`src/sv/ewgd_pkg.sv`:
```
// Shared constants for the encoder wiggle gesture detector.
package ewgd_pkg;

  localparam int RING_DEPTH_DEF = 16;

  localparam int RAW_W  = 12;
  localparam int TIME_W = 32;
  localparam int POS_W  = 32;
  localparam int CFG_IDX_W  = 4;
  localparam int CFG_DATA_W = 16;
  localparam int REQ_W = 5;

  localparam int FULL_TURN = 4096;
  localparam int HALF_TURN = 2048;

  localparam logic [CFG_IDX_W-1:0] CFG_MIN_STEP      = 4'd0;
  localparam logic [CFG_IDX_W-1:0] CFG_MIN_AMPLITUDE = 4'd1;
  localparam logic [CFG_IDX_W-1:0] CFG_REQ_REVERSALS = 4'd2;
  localparam logic [CFG_IDX_W-1:0] CFG_MIN_INTERVAL  = 4'd3;
  localparam logic [CFG_IDX_W-1:0] CFG_MAX_INTERVAL  = 4'd4;
  localparam logic [CFG_IDX_W-1:0] CFG_WINDOW        = 4'd5;
  localparam logic [CFG_IDX_W-1:0] CFG_COOLDOWN      = 4'd6;
  localparam logic [CFG_IDX_W-1:0] CFG_MAX_RATIO     = 4'd7;

  localparam logic [11:0] RST_MIN_STEP      = 12'd4;
  localparam logic [15:0] RST_MIN_AMPLITUDE = 16'd80;
  localparam logic [4:0]  RST_REQ_REVERSALS = 5'd4;
  localparam logic [15:0] RST_MIN_INTERVAL  = 16'd80;
  localparam logic [15:0] RST_MAX_INTERVAL  = 16'd700;
  localparam logic [15:0] RST_WINDOW        = 16'd2000;
  localparam logic [15:0] RST_COOLDOWN      = 16'd1500;
  localparam logic [15:0] RST_MAX_RATIO     = 16'd461;

  localparam logic [1:0] DIR_NONE = 2'd0;
  localparam logic [1:0] DIR_UP   = 2'd1;
  localparam logic [1:0] DIR_DOWN = 2'd2;

endpackage

```
`src/sv/ewgd_ram.sv`:
```
// Generic single-write, single-read RAM with registered read data.
module ewgd_ram #(
  parameter int WIDTH = 32,
  parameter int DEPTH = 16
) (
  input  logic                     clk,
  input  logic                     we,
  input  logic [$clog2(DEPTH)-1:0] waddr,
  input  logic [WIDTH-1:0]         wdata,
  input  logic [$clog2(DEPTH)-1:0] raddr,
  output logic [WIDTH-1:0]         rdata
);

  logic [WIDTH-1:0] mem [DEPTH];

  always_ff @(posedge clk) begin
    if (we) begin
      mem[waddr] <= wdata;
    end
    rdata <= mem[raddr];
  end

endmodule

```
`src/sv/encoder_wiggle_gesture_detector.sv`:
```
// Top level of the encoder wiggle gesture detector: unwrap, reversal ring, gesture check.
//
//  channel | dir | handshake          | contents
//  s_      | in  | s_tvalid/s_tready  | raw_position, time_ms
//  m_      | out | m_tvalid/m_tready  | pressed, unwrapped_position, reversal_count
//  cfg_    | in  | cfg_valid/cfg_ready| register index, write data
//
// Every word takes the step check; a direction change adds the amplitude check, and
// a recorded reversal adds the window prune and the interval scan. Both loops walk
// the ring through its single RAM read port, one entry per read and data state.
// The input is not ready until the result sits in the output register.
// Reset is synchronous; the ring contents are not cleared, only head and count.
// A stalled output holds its word; the next input is taken meanwhile.
module encoder_wiggle_gesture_detector
  import ewgd_pkg::*;
#(
  parameter int RING_DEPTH = RING_DEPTH_DEF,
  localparam int CW = $clog2(RING_DEPTH + 1),
  localparam int OUT_W = 1 + POS_W + CW,
  localparam int OUT_TW = ((OUT_W + 7) / 8) * 8
) (
  input  logic                  clk,
  input  logic                  rst,
  input  logic                  s_tvalid,
  output logic                  s_tready,
  input  logic [47:0]           s_tdata,   // raw_position[11:0], time_ms[43:12]
  output logic                  m_tvalid,
  input  logic                  m_tready,
  output logic [OUT_TW-1:0]     m_tdata,   // pressed, unwrapped_position, reversal_count
  input  logic                  cfg_valid,
  output logic                  cfg_ready,
  input  logic [CFG_IDX_W-1:0]  cfg_index,
  input  logic [CFG_DATA_W-1:0] cfg_data
);

  localparam int HW = (RING_DEPTH > 1) ? $clog2(RING_DEPTH) : 1;
  localparam int CMPW = (CW > REQ_W) ? CW : REQ_W;

  localparam logic [3:0] S_IDLE      = 4'd0;
  localparam logic [3:0] S_STEP      = 4'd1;
  localparam logic [3:0] S_AMP       = 4'd2;
  localparam logic [3:0] S_PRUNE_RD  = 4'd3;
  localparam logic [3:0] S_PRUNE_CMP = 4'd4;
  localparam logic [3:0] S_CHECK     = 4'd5;
  localparam logic [3:0] S_SCAN_RD   = 4'd6;
  localparam logic [3:0] S_SCAN_DAT  = 4'd7;
  localparam logic [3:0] S_MUL       = 4'd8;
  localparam logic [3:0] S_RATIO     = 4'd9;
  localparam logic [3:0] S_DONE      = 4'd10;

  logic [3:0] state;

  logic [11:0] min_step;
  logic [15:0] min_amplitude;
  logic [REQ_W-1:0] req_rev;
  logic [15:0] interval_lo;
  logic [15:0] interval_hi;
  logic [15:0] window;
  logic [15:0] cooldown;
  logic [15:0] max_ratio;

  logic [RAW_W-1:0]  raw;
  logic [TIME_W-1:0] now;
  logic              have_sample;
  logic [POS_W-1:0]  pos;
  logic [POS_W-1:0]  seg;
  logic [1:0]        last_dir;
  logic [1:0]        dir_r;
  logic              ever_pressed;
  logic [TIME_W-1:0] last_press;
  logic [HW-1:0]     head;
  logic [CW-1:0]     count;
  logic [CW-1:0]     scan_j;
  logic              have_prev;
  logic              have_iv;
  logic [TIME_W-1:0] prev;
  logic [TIME_W-1:0] lo;
  logic [TIME_W-1:0] hi;
  logic [47:0]       prod;
  logic              press;

  logic              out_valid;
  logic              out_pressed;
  logic [POS_W-1:0]  out_pos;
  logic [CW-1:0]     out_count;

  logic              ram_we;
  logic [HW-1:0]     ram_waddr;
  logic [HW-1:0]     ram_raddr;
  logic [TIME_W-1:0] ram_rdata;

  logic [TIME_W-1:0] sub_a;
  logic [TIME_W-1:0] sub_b;
  logic [TIME_W-1:0] sub_y;

  logic signed [13:0] delta;
  logic [POS_W-1:0]   pos_new;
  logic [11:0]        step_mag;
  logic [1:0]         step_dir;
  logic [POS_W-1:0]   amp;
  logic               ring_full;
  logic [HW-1:0]      head_eff;
  logic [CW-1:0]      count_eff;
  logic [CMPW-1:0]    count_x;
  logic [CMPW-1:0]    req_x;
  logic [CMPW-1:0]    scan_start;

  function automatic logic [HW-1:0] ring_inc(input logic [HW-1:0] h);
    logic [HW-1:0] r;
    if (h == HW'(RING_DEPTH - 1)) r = '0;
    else r = h + HW'(1);
    return r;
  endfunction

  function automatic logic [HW-1:0] ring_addr(input logic [HW-1:0] h, input logic [CW-1:0] k);
    logic [CW:0] s;
    s = (CW+1)'(h) + (CW+1)'(k);
    if (s >= (CW+1)'(RING_DEPTH)) s = s - (CW+1)'(RING_DEPTH);
    return s[HW-1:0];
  endfunction

  ewgd_ram #(
    .WIDTH(TIME_W),
    .DEPTH(RING_DEPTH)
  ) u_ring (
    .clk  (clk),
    .we   (ram_we),
    .waddr(ram_waddr),
    .wdata(now),
    .raddr(ram_raddr),
    .rdata(ram_rdata)
  );

  assign s_tready  = (state == S_IDLE);
  assign cfg_ready = 1'b1;
  assign m_tvalid  = out_valid;
  assign m_tdata   = OUT_TW'({out_count, out_pos, out_pressed});

  // shared time/position subtractor
  always_comb begin
    unique case (state)
      S_AMP: begin
        sub_a = pos;
        sub_b = seg;
      end
      S_PRUNE_CMP: begin
        sub_a = now;
        sub_b = ram_rdata;
      end
      S_CHECK: begin
        sub_a = now;
        sub_b = last_press;
      end
      S_SCAN_DAT: begin
        sub_a = ram_rdata;
        sub_b = prev;
      end
      default: begin
        sub_a = now;
        sub_b = last_press;
      end
    endcase
  end
  assign sub_y = sub_a - sub_b;

  always_comb begin
    delta = 14'(signed'({2'b00, raw})) - 14'(signed'({2'b00, pos[RAW_W-1:0]}));
    if (delta > 14'sd2048) delta = delta - 14'(FULL_TURN);
    else if (delta < -14'sd2048) delta = delta + 14'(FULL_TURN);
  end
  assign pos_new  = pos + {{(POS_W-14){delta[13]}}, delta};
  assign step_mag = delta[13] ? 12'(-delta) : delta[11:0];
  assign step_dir = (!delta[13] && (delta != 14'sd0)) ? DIR_UP : DIR_DOWN;
  assign amp      = sub_y[POS_W-1] ? (-sub_y) : sub_y;

  assign ring_full  = (count >= CW'(RING_DEPTH));
  assign head_eff   = ring_full ? ring_inc(head) : head;
  assign count_eff  = ring_full ? CW'(RING_DEPTH - 1) : count;
  assign count_x    = CMPW'(count);
  assign req_x      = CMPW'(req_rev);
  assign scan_start = count_x - req_x;

  assign ram_waddr = ring_addr(head_eff, count_eff);
  assign ram_we    = (state == S_AMP) && (amp >= POS_W'(min_amplitude));
  assign ram_raddr = (state == S_SCAN_RD) ? ring_addr(head, scan_j) : head;

  always_ff @(posedge clk) begin
    if (rst) begin
      min_step      <= RST_MIN_STEP;
      min_amplitude <= RST_MIN_AMPLITUDE;
      req_rev       <= RST_REQ_REVERSALS;
      interval_lo   <= RST_MIN_INTERVAL;
      interval_hi   <= RST_MAX_INTERVAL;
      window        <= RST_WINDOW;
      cooldown      <= RST_COOLDOWN;
      max_ratio     <= RST_MAX_RATIO;
    end else if (cfg_valid && cfg_ready) begin
      case (cfg_index)
        CFG_MIN_STEP:      min_step      <= cfg_data[11:0];
        CFG_MIN_AMPLITUDE: min_amplitude <= cfg_data;
        CFG_REQ_REVERSALS: req_rev       <= cfg_data[REQ_W-1:0];
        CFG_MIN_INTERVAL:  interval_lo   <= cfg_data;
        CFG_MAX_INTERVAL:  interval_hi   <= cfg_data;
        CFG_WINDOW:        window        <= cfg_data;
        CFG_COOLDOWN:      cooldown      <= cfg_data;
        CFG_MAX_RATIO:     max_ratio     <= cfg_data;
        default: ;
      endcase
    end
  end

  always_ff @(posedge clk) begin
    if (rst) begin
      state        <= S_IDLE;
      have_sample  <= 1'b0;
      pos          <= '0;
      seg          <= '0;
      last_dir     <= DIR_NONE;
      ever_pressed <= 1'b0;
      last_press   <= '0;
      head         <= '0;
      count        <= '0;
      out_valid    <= 1'b0;
      press        <= 1'b0;
    end else begin
      if (out_valid && m_tready && (state != S_DONE)) begin
        out_valid <= 1'b0;
      end
      unique case (state)
        S_IDLE: begin
          if (s_tvalid) begin
            raw   <= s_tdata[RAW_W-1:0];
            now   <= s_tdata[RAW_W +: TIME_W];
            press <= 1'b0;
            state <= S_STEP;
          end
        end
        S_STEP: begin
          if (!have_sample) begin
            have_sample <= 1'b1;
            pos   <= POS_W'(raw);
            seg   <= POS_W'(raw);
            state <= S_DONE;
          end else begin
            pos <= pos_new;
            priority if (step_mag < min_step) begin
              state <= S_DONE;
            end else if (last_dir == DIR_NONE) begin
              last_dir <= step_dir;
              seg      <= pos_new;
              state    <= S_DONE;
            end else if (step_dir == last_dir) begin
              state <= S_DONE;
            end else begin
              dir_r <= step_dir;
              state <= S_AMP;
            end
          end
        end
        S_AMP: begin
          seg      <= pos;
          last_dir <= dir_r;
          if (ram_we) begin
            head  <= head_eff;
            count <= count_eff + CW'(1);
            state <= S_PRUNE_RD;
          end else begin
            state <= S_DONE;
          end
        end
        S_PRUNE_RD: begin
          state <= (count == '0) ? S_CHECK : S_PRUNE_CMP;
        end
        S_PRUNE_CMP: begin
          if (sub_y > TIME_W'(window)) begin
            head  <= ring_inc(head);
            count <= count - CW'(1);
            state <= S_PRUNE_RD;
          end else begin
            state <= S_CHECK;
          end
        end
        S_CHECK: begin
          priority if (ever_pressed && (sub_y < TIME_W'(cooldown))) begin
            state <= S_DONE;
          end else if (count_x < req_x) begin
            state <= S_DONE;
          end else if (req_rev <= REQ_W'(1)) begin
            ever_pressed <= 1'b1;
            last_press   <= now;
            count        <= '0;
            press        <= 1'b1;
            state        <= S_DONE;
          end else begin
            scan_j    <= scan_start[CW-1:0];
            have_prev <= 1'b0;
            have_iv   <= 1'b0;
            state     <= S_SCAN_RD;
          end
        end
        S_SCAN_RD: begin
          state <= S_SCAN_DAT;
        end
        S_SCAN_DAT: begin
          prev      <= ram_rdata;
          have_prev <= 1'b1;
          scan_j    <= scan_j + CW'(1);
          if (have_prev) begin
            have_iv <= 1'b1;
            if (!have_iv || sub_y < lo) lo <= sub_y;
            if (!have_iv || sub_y > hi) hi <= sub_y;
          end
          priority if (have_prev && ((sub_y < TIME_W'(interval_lo)) ||
                                     (sub_y > TIME_W'(interval_hi)))) begin
            state <= S_DONE;
          end else if (scan_j == count - CW'(1)) begin
            state <= S_MUL;
          end else begin
            state <= S_SCAN_RD;
          end
        end
        S_MUL: begin
          prod  <= 48'(max_ratio) * 48'(lo);
          state <= S_RATIO;
        end
        S_RATIO: begin
          if ((lo != '0) && (48'({hi, 8'h00}) <= prod)) begin
            ever_pressed <= 1'b1;
            last_press   <= now;
            count        <= '0;
            press        <= 1'b1;
          end
          state <= S_DONE;
        end
        S_DONE: begin
          if (!out_valid || m_tready) begin
            out_valid   <= 1'b1;
            out_pressed <= press;
            out_pos     <= pos;
            out_count   <= count;
            state       <= S_IDLE;
          end
        end
        default: state <= S_IDLE;
      endcase
    end
  end

  a_count_bound: assert property (@(posedge clk) disable iff (rst)
    count <= CW'(RING_DEPTH))
    else $error("ring count above depth");

  a_press_clears: assert property (@(posedge clk) disable iff (rst)
    (out_valid && out_pressed) |-> (out_count == '0))
    else $error("press word with nonzero reversal count");

  a_accept_starts: assert property (@(posedge clk) disable iff (rst)
    (s_tvalid && s_tready) |=> (state == S_STEP))
    else $error("accepted word did not start processing");

  a_dir_code: assert property (@(posedge clk) disable iff (rst)
    last_dir != 2'b11)
    else $error("bad direction code");

endmodule

```
`config.mk`:
```
export PLATFORM = sky130hd
export DESIGN_NAME = encoder_wiggle_gesture_detector
export DESIGN_NICKNAME = d
export VERILOG_FILES = /design/src/sv/ewgd_pkg.sv /design/src/sv/ewgd_ram.sv /design/src/sv/encoder_wiggle_gesture_detector.sv
export SDC_FILE = /design/constraint.sdc
export NUM_CORES = 2
export LEC_CHECK = 0
export BUFFER_PORTS_ARGS = -buffer_cell sky130_fd_sc_hd__buf_2
export CORE_ASPECT_RATIO = 0.7
export CORE_MARGIN = 10
export CORE_UTILIZATION = 45
export DETAILED_ROUTE_END_ITERATION = 12
export PLACE_DENSITY_LB_ADDON = 0.12
export SYNTH_ARGS = -nofsm -noshare
export SYNTH_HDL_FRONTEND = slang
export SYNTH_SLANG_ARGS = --single-unit
```
`constraint.sdc`:
```
create_clock -name clk -period 13.6 [get_ports clk]
set_clock_uncertainty 0.2 [all_clocks]
set_input_delay 1.36 -clock clk [delete_from_list [all_inputs] [get_ports clk]]
set_output_delay 1.36 -clock clk [all_outputs]
set_load 0.02 [all_outputs]
```
* Word-level counts from Yosys, hierarchy flattened
Memory sizes are Yosys's and may differ from the RTL's. A register that Yosys moved wholly into a read port is not among the register bits.
Index checks and enable logic that the tools add are counted.
** Storage, ports and cells
- Register bits :: 463
- RAM bits :: 512
- Word-level logic and storage cells :: 230
- Memories :: 1
** Cells by class
- Add/sub/neg operators :: 16
- $mul :: 1
- Magnitude comparators :: 16
- Equality and inequality tests :: 36
- Multiplexer cells :: 74
- Bitwise logic cells :: 4
- Reduce and logical (&&, ||, !) cells :: 50
** Memory list
- u_ring.mem :: depth 16, width 32, read ports 1, clocked after memory_dff 1, write ports 1, line ewgd_ram.sv:14 : logic [WIDTH-1:0] mem [DEPTH];
** Operators by type and width (count)
- 32-bit 2-to-1 mux :: 9
- 32-bit one-hot mux with 2 select lines :: 3
- 32-bit one-hot mux with 3 select lines :: 1
- 4-bit 2-to-1 mux :: 19
- 32-bit by 16-bit > comparator with 1-bit output :: 2
- 32-bit by 16-bit < comparator with 1-bit output :: 2
- 5-bit 2-to-1 mux :: 10
- 40-bit by 48-bit <= comparator with 1-bit output :: 1
- 16-bit by 32-bit multiplier with 48-bit output :: 1
- 4-bit one-hot mux with 11 select lines :: 1
- 32-bit adder :: 1
- 4-bit by 3-bit == test with 1-bit output, second input constant :: 8
- 32-bit by 16-bit >= comparator with 1-bit output :: 1
- 32-bit > comparator :: 1
- 32-bit < comparator :: 1
- 32-bit negator :: 1
- 32-bit nonzero test :: 1
- 32-bit subtractor :: 1
- 14-bit 2-to-1 mux :: 2
- 2-bit != test, second input constant :: 13
- 2-bit AND reduction :: 11
- 5-bit one-hot mux with 4 select lines :: 1
- 6-bit AND reduction :: 3
- 4-bit by 2-bit == test with 1-bit output, second input constant :: 4
- 47 further kinds :: 99

* Logic depth before layout (Yosys ltp)
- Depth after elaboration :: 13
- Depth in mapped cells :: 35
- Depth with buffers taken out :: 31

* Cells and area by module
A second synthesis with hierarchy kept.
** Unflattened totals
- Cells, all modules :: 5739
- Area total of the unflattened synthesis :: 63409.6 um^2
** By module, submodules not included
- encoder_wiggle_gesture_detector :: times used 1, cells each 4901, area an instance 43574.3 um^2, seq. area each 11621.1 um^2
- ewgd_ram :: times used 1, cells each 838, area an instance 19835.3 um^2, seq. area each 16015.4 um^2

* Worst setup path after synthesis
Ideal clock, no wire load.
- Path kind :: reg2reg
- Start point :: reg state[0]
- End point :: mem u_ring.mem[1][0] (enable)
- Library setup time :: 0.513 ns
- Arrival time :: 9.063 ns
- Required time :: 12.887 ns
- Slack :: 3.824 ns
- Cell stages (with the launch flop) :: 31
- Path buffers :: 4
- Path through :: dfxtp_1 nor2b_1 nand3_1 inv_2 clkbuf_1 buf_1 nand2_1 nand3_1 ha_1 clkbuf_1 a21o_1 a21oi_1 o311ai_0 a21oi_1 o211ai_1 a311oi_1 xnor2_2 inv_2 clkbuf_1 o31ai_1 xnor2_1 ha_1 nand4_1 nor2_1 nand3_1 o221ai_1 a221oi_1 nand4_1 a2111oi_4 and2_1 nor4b_1
** On the way
- Cells in the longest elaborated chain, start to end :: 9
- Elaborated cells on any way between the ends :: 12
** RTL lines
- start: declaration :: line encoder_wiggle_gesture_detector.sv:51 : logic [3:0] state;
- start signal: assignment :: line encoder_wiggle_gesture_detector.sv:272 : state <= (count == '0) ? S_CHECK : S_PRUNE_CMP;
- 4-bit by 3-bit == test with 1-bit output / 4-bit by 2-bit == test with 1-bit output (equally long branches) :: line encoder_wiggle_gesture_detector.sv:141 : unique case (state)
- 32-bit one-hot mux with 3 select lines / 32-bit one-hot mux with 2 select lines (equally long branches) :: line encoder_wiggle_gesture_detector.sv:141
- 32-bit subtractor (*) :: line encoder_wiggle_gesture_detector.sv:164 : assign sub_y = sub_a - sub_b;
- via sub_y[31] :: line encoder_wiggle_gesture_detector.sv:94 : logic [TIME_W-1:0] sub_y;
- 32-bit negator :: line encoder_wiggle_gesture_detector.sv:174 : assign amp = sub_y[POS_W-1] ? (-sub_y) : sub_y;
- 32-bit 2-to-1 mux (*) :: line encoder_wiggle_gesture_detector.sv:174
- 32-bit by 16-bit >= comparator with 1-bit output (*) :: line encoder_wiggle_gesture_detector.sv:184 : assign ram_we = (state == S_AMP) && (amp >= POS_W'(min_amplitude));
- 1-bit logical AND (*) :: line encoder_wiggle_gesture_detector.sv:184
- 1-bit 2-to-1 mux (*) :: line ewgd_ram.sv:17 : if (we) begin
- 1-bit 2-to-1 mux (implied by the code) (*) :: line ewgd_ram.sv:18 : mem[waddr] <= wdata;
- end: declaration :: line ewgd_ram.sv:14
Mark *: on every way through the listed nets, which the timed path passes. The rest lies on a longest branch.

* Worst setup path after layout
- Start point :: reg state[0]
- End point :: mem u_ring.mem[10][26] (enable)
** On the way
- Cells in the longest elaborated chain, start to end :: 9
- Elaborated cells on any way between the ends :: 12
** RTL lines (line)
- 4-bit by 3-bit == test with 1-bit output / 4-bit by 2-bit == test with 1-bit output (equally long branches) :: encoder_wiggle_gesture_detector.sv:141, encoder_wiggle_gesture_detector.sv:184
- 32-bit one-hot mux with 3 select lines / 32-bit one-hot mux with 2 select lines (equally long branches) :: encoder_wiggle_gesture_detector.sv:141
- 32-bit subtractor :: encoder_wiggle_gesture_detector.sv:164
- 32-bit negator :: encoder_wiggle_gesture_detector.sv:174
- 32-bit 2-to-1 mux :: encoder_wiggle_gesture_detector.sv:174
- 32-bit by 16-bit >= comparator with 1-bit output :: encoder_wiggle_gesture_detector.sv:184
- 1-bit logical AND (*) :: encoder_wiggle_gesture_detector.sv:184
- 1-bit 2-to-1 mux (*) :: ewgd_ram.sv:17
- 1-bit 2-to-1 mux (implied by the code) (*) :: ewgd_ram.sv:18
Every way passes the cells marked *; elsewhere a longest branch is shown, timed or not.

==> impl_metrics.csv <==
group,metric,value,unit
synth,syn_avg_cell_area,10.6,um2
place,dp_hpwl,132000,um
final_layout,drive_gt1_share,8.24,%
place,pre_cts_slack,2.94,ns
floorplanning,num_rows,115,
final_layout,fin_area,0.0704,mm2
outcome,status,"completed",
detailed_routing,via_per_inst,5.71,
synth,ys_ff_latch,1007,
pwr,ir_worst_vdd,0.125,mV
clock_tree,cts.sink_count,1007,
setup_path,slowest_stage,"nor3_2",
synth,synthFlopType,"edfxtp_1",
clock_tree,cts_tree,"yes",
synth,synth_top_area_cell,"edfxtp_1",
floorplanning,die_h,336,um
place,place_area,0.0671,mm2
synth,yosysUniqueCellTypes,105,
detailed_routing,antenna_left,0,
synth,synth.top_cell.area_share,34.9,%
setup_path,path_max_fanout,59,
pwr,powerDensity,193,mW/mm2
setup_path,crit_type,"reg2reg",
sta,final_max_slew_viol_count,0,
floorplanning,die_w,472,um
sta,relSlewSlack,17.1,%
place,portBuffers,108,
sta,hold_viol_final,0,
final_layout,fillCellCount,12900,
clock_tree,holdBufCountCts,0,
synth,async_flop_share,0,%
global_routing,first_global_vias,44300,
synth,synth_area_leaders,"edfxtp_1 35%, fa_1 13%, dfxtp_1 8.1%, ha_1 7.7%, nand2_1 5.2%",
final_layout,area_growth,9.47,%
detailed_routing,drt_iter0_drc,4635,
global_routing,antenna_found_initial,4,
setup_path,critical_path.max_stage_delay,1.03,ns
global_routing,grt_pass1_wl,288000,um
sta,max_slew.worst_pin.slew,1.24,ns
clock_tree,clockRootBuffer,"clkbuf_16",
job,drv_cap,0,
global_routing,grt_max_degree,111,
detailed_routing,drtPass1Iterations,7,
setup_path,endpoint_kind,"register",
clock_tree,numCtsBuffers,98,
clock_tree,h-tree-depth,3,
clock_tree,postCtsSetupBuffers,0,
setup_path,crit_top_cell,"a21oi_1",
clock_tree,clk_pin_slew_worst_paths,0.06,ns
synth,syn_inst,6043,
floorplanning,dieArea,0.159,mm2
sta,fmaxAchievable,92.4,MHz
detailed_routing,drc_errors,0,
pwr,p_leak,27.8,nW
clock_tree,clk_path_buf_depth,3,
floorplanning,io_pins,116,
floorplanning,core,0.141,mm2
setup_path,critPathLaunchType,"register",
sta,period_share,79.6,%
min_path,hold_class,"reg2reg",
synth,ys_warn_count,0,
global_routing,overflow,0,
global_routing,grtUsageTotal,23.6,%
setup_path,required,13.73,ns
detailed_routing,routed_wl,190000,um
sta,layout_min_cycle_time,10.82,ns
detailed_routing,num_vias,45700,
setup_path,cp.arrival,10.95,ns
place,gp_congestion,0.896,
synth,syn_area,0.0643,mm2
synth,ys_seq_area_share,42.9,%
floorplanning,initial_core_util,45.5,%
sta,fin_tns_setup,0,ns
sta,layout_setup_ws,2.78,ns
sta,rsz0062_at_grt,"false",
final_layout,fin_nets,6938,
synth,synth-edff-count,747,
sta,setup_viol,0,
detailed_routing,wl_per_cell,23.8,um
clock_tree,worstSkewPairLatency,0.70,ns
clock_tree,cts_resized,0,
through the flow:
step / hold slack, ns / util, % / power (mW) / instances
after global placement: 0.227 / 47.5 / 10.6 / 7818
after detailed placement: 0.227 / 47.5 / 10.7 / 7818
final: 0.244 / 49.9 / 13.6 / 8004
after CTS: 0.244 / 49.8 / 13.6 / 8001
after global routing: 0.260 / 49.8 / 14.5 / 8001
after floorplan: 0.209 / - / 8.62 / 6044
where the power goes:
part | switching [mW] | leakage, nW | internal (mW)
clock | 1.22 | 1.61 | 1.63
combinational | 4.19 | 17.3 | 2.48
sequential | 0.320 | 8.86 | 3.74
cell families (layout without fill, tap and decap cells):
family	count (synthesis)	after routing	synth area share, %
and+or+nand+nor	1785	1785	12.8
muxes	223	223	4.10
AOI/OAI and AO/OA	1078	1078	11.4
adders and majority gates	819	819	20.9
DFF	1007	1007	42.9
other	2	6	0.0117
xor gates and xnor gates	138	138	1.93
buffers and inverters	991	1076	5.91
path summary, 6_finish.rpt:
path	startpoint	end	slack (ns)	cells past startpoint
setup / recovery	state[0]$_SDFFE_PP0P_	u_ring.mem[10][26]$_DFFE_PP_	2.78	32
hold / removal	press$_SDFFE_PP0P_	out_pressed$_DFFE_PP_	0.24	0
setup reg to reg	state[0]$_SDFFE_PP0P_	u_ring.mem[10][26]$_DFFE_PP_	2.78	32
hold reg to reg	press$_SDFFE_PP0P_	out_pressed$_DFFE_PP_	0.24	0
critical path: cells and delay by family, from the launching register on:
kind                       cells  cell delay, ns
adders and majority gates      2            0.81
and+or+nand+nor               10            3.08
AOI/OAI and AO/OA             15            2.66
buffers and inverters          4            2.00
DFF                            1            0.85
xor gates and xnor gates       1            0.76
per-layer routing:
layer	share of wire, %	track usage, %	vias up
li1	-	-	20900
met2	39	31.8	1664
met1	51	38.7	22900
met4	1.7	4.50	0
met5	0	0	-
met3	8.6	4.38	209
cells in the mapped netlist, types with 40 or more instances:
cell,instances
a21o_1,91
a211oi_1,135
nand3_1,75
a31oi_1,49
xor2_1,43
fa_1,424
a21oi_1,323
nand2b_1,40
edfxtp_1,747
ha_1,395
nand2_1,890
nand4_1,55
clkbuf_1,278
nor3_1,65
inv_1,664
dfxtp_1,260
o21ai_0,108
a311oi_1,45
mux2i_1,188
xnor2_1,92
nor2b_1,41
nor2_1,254
and2_1,235
layout by cell type (no fill, tap or decap), types with 40 or more instances in the layout:
master and n:
clkbuf_16 103, a211oi_1 135, nand2_1 890, nor3_1 56, ha_1 395, nor2_1 242
buf_2 107, o21ai_0 108, nor2b_1 41, mux2i_1 186, xnor2_1 92, and2_1 235
edfxtp_1 747, inv_1 664, a31oi_1 49, nand2b_1 40, xor2_1 41, buf_4 117
nand4_1 55, a21oi_1 321, fa_1 424, dfxtp_1 247, a21o_1 90, nand3_1 75
a311oi_1 45
sequential cells by signal, summed over array words and instances (netlist names), 32 cells and up:
name          count
u_ring.mem      512
now              32
u_ring.rdata     32
prod             48
hi               32
prev             32
out_pos          32
lo               32
last_press       32
pos              32
seg              32
layout make-up:
| class | instances | area, um2 | share of cell area, % |
|---|---|---|---|
| Multi-Input combinational cell | 4046 | 33200 | 47.1 |
| Timing Repair Buffer | 227 | 1470 | 2.08 |
| Antenna cell | 3 | 7.51 | 0.0107 |
| Sequential cell | 1007 | 27700 | 39.3 |
| Clock inverter | 42 | 500 | 0.710 |
| Tap cell | 1872 | 2340 | 3.32 |
| Clock buffer | 141 | 2810 | 3.99 |
| Inverter | 666 | 2500 | 3.55 |
Power figures use the tool's default switching activity.
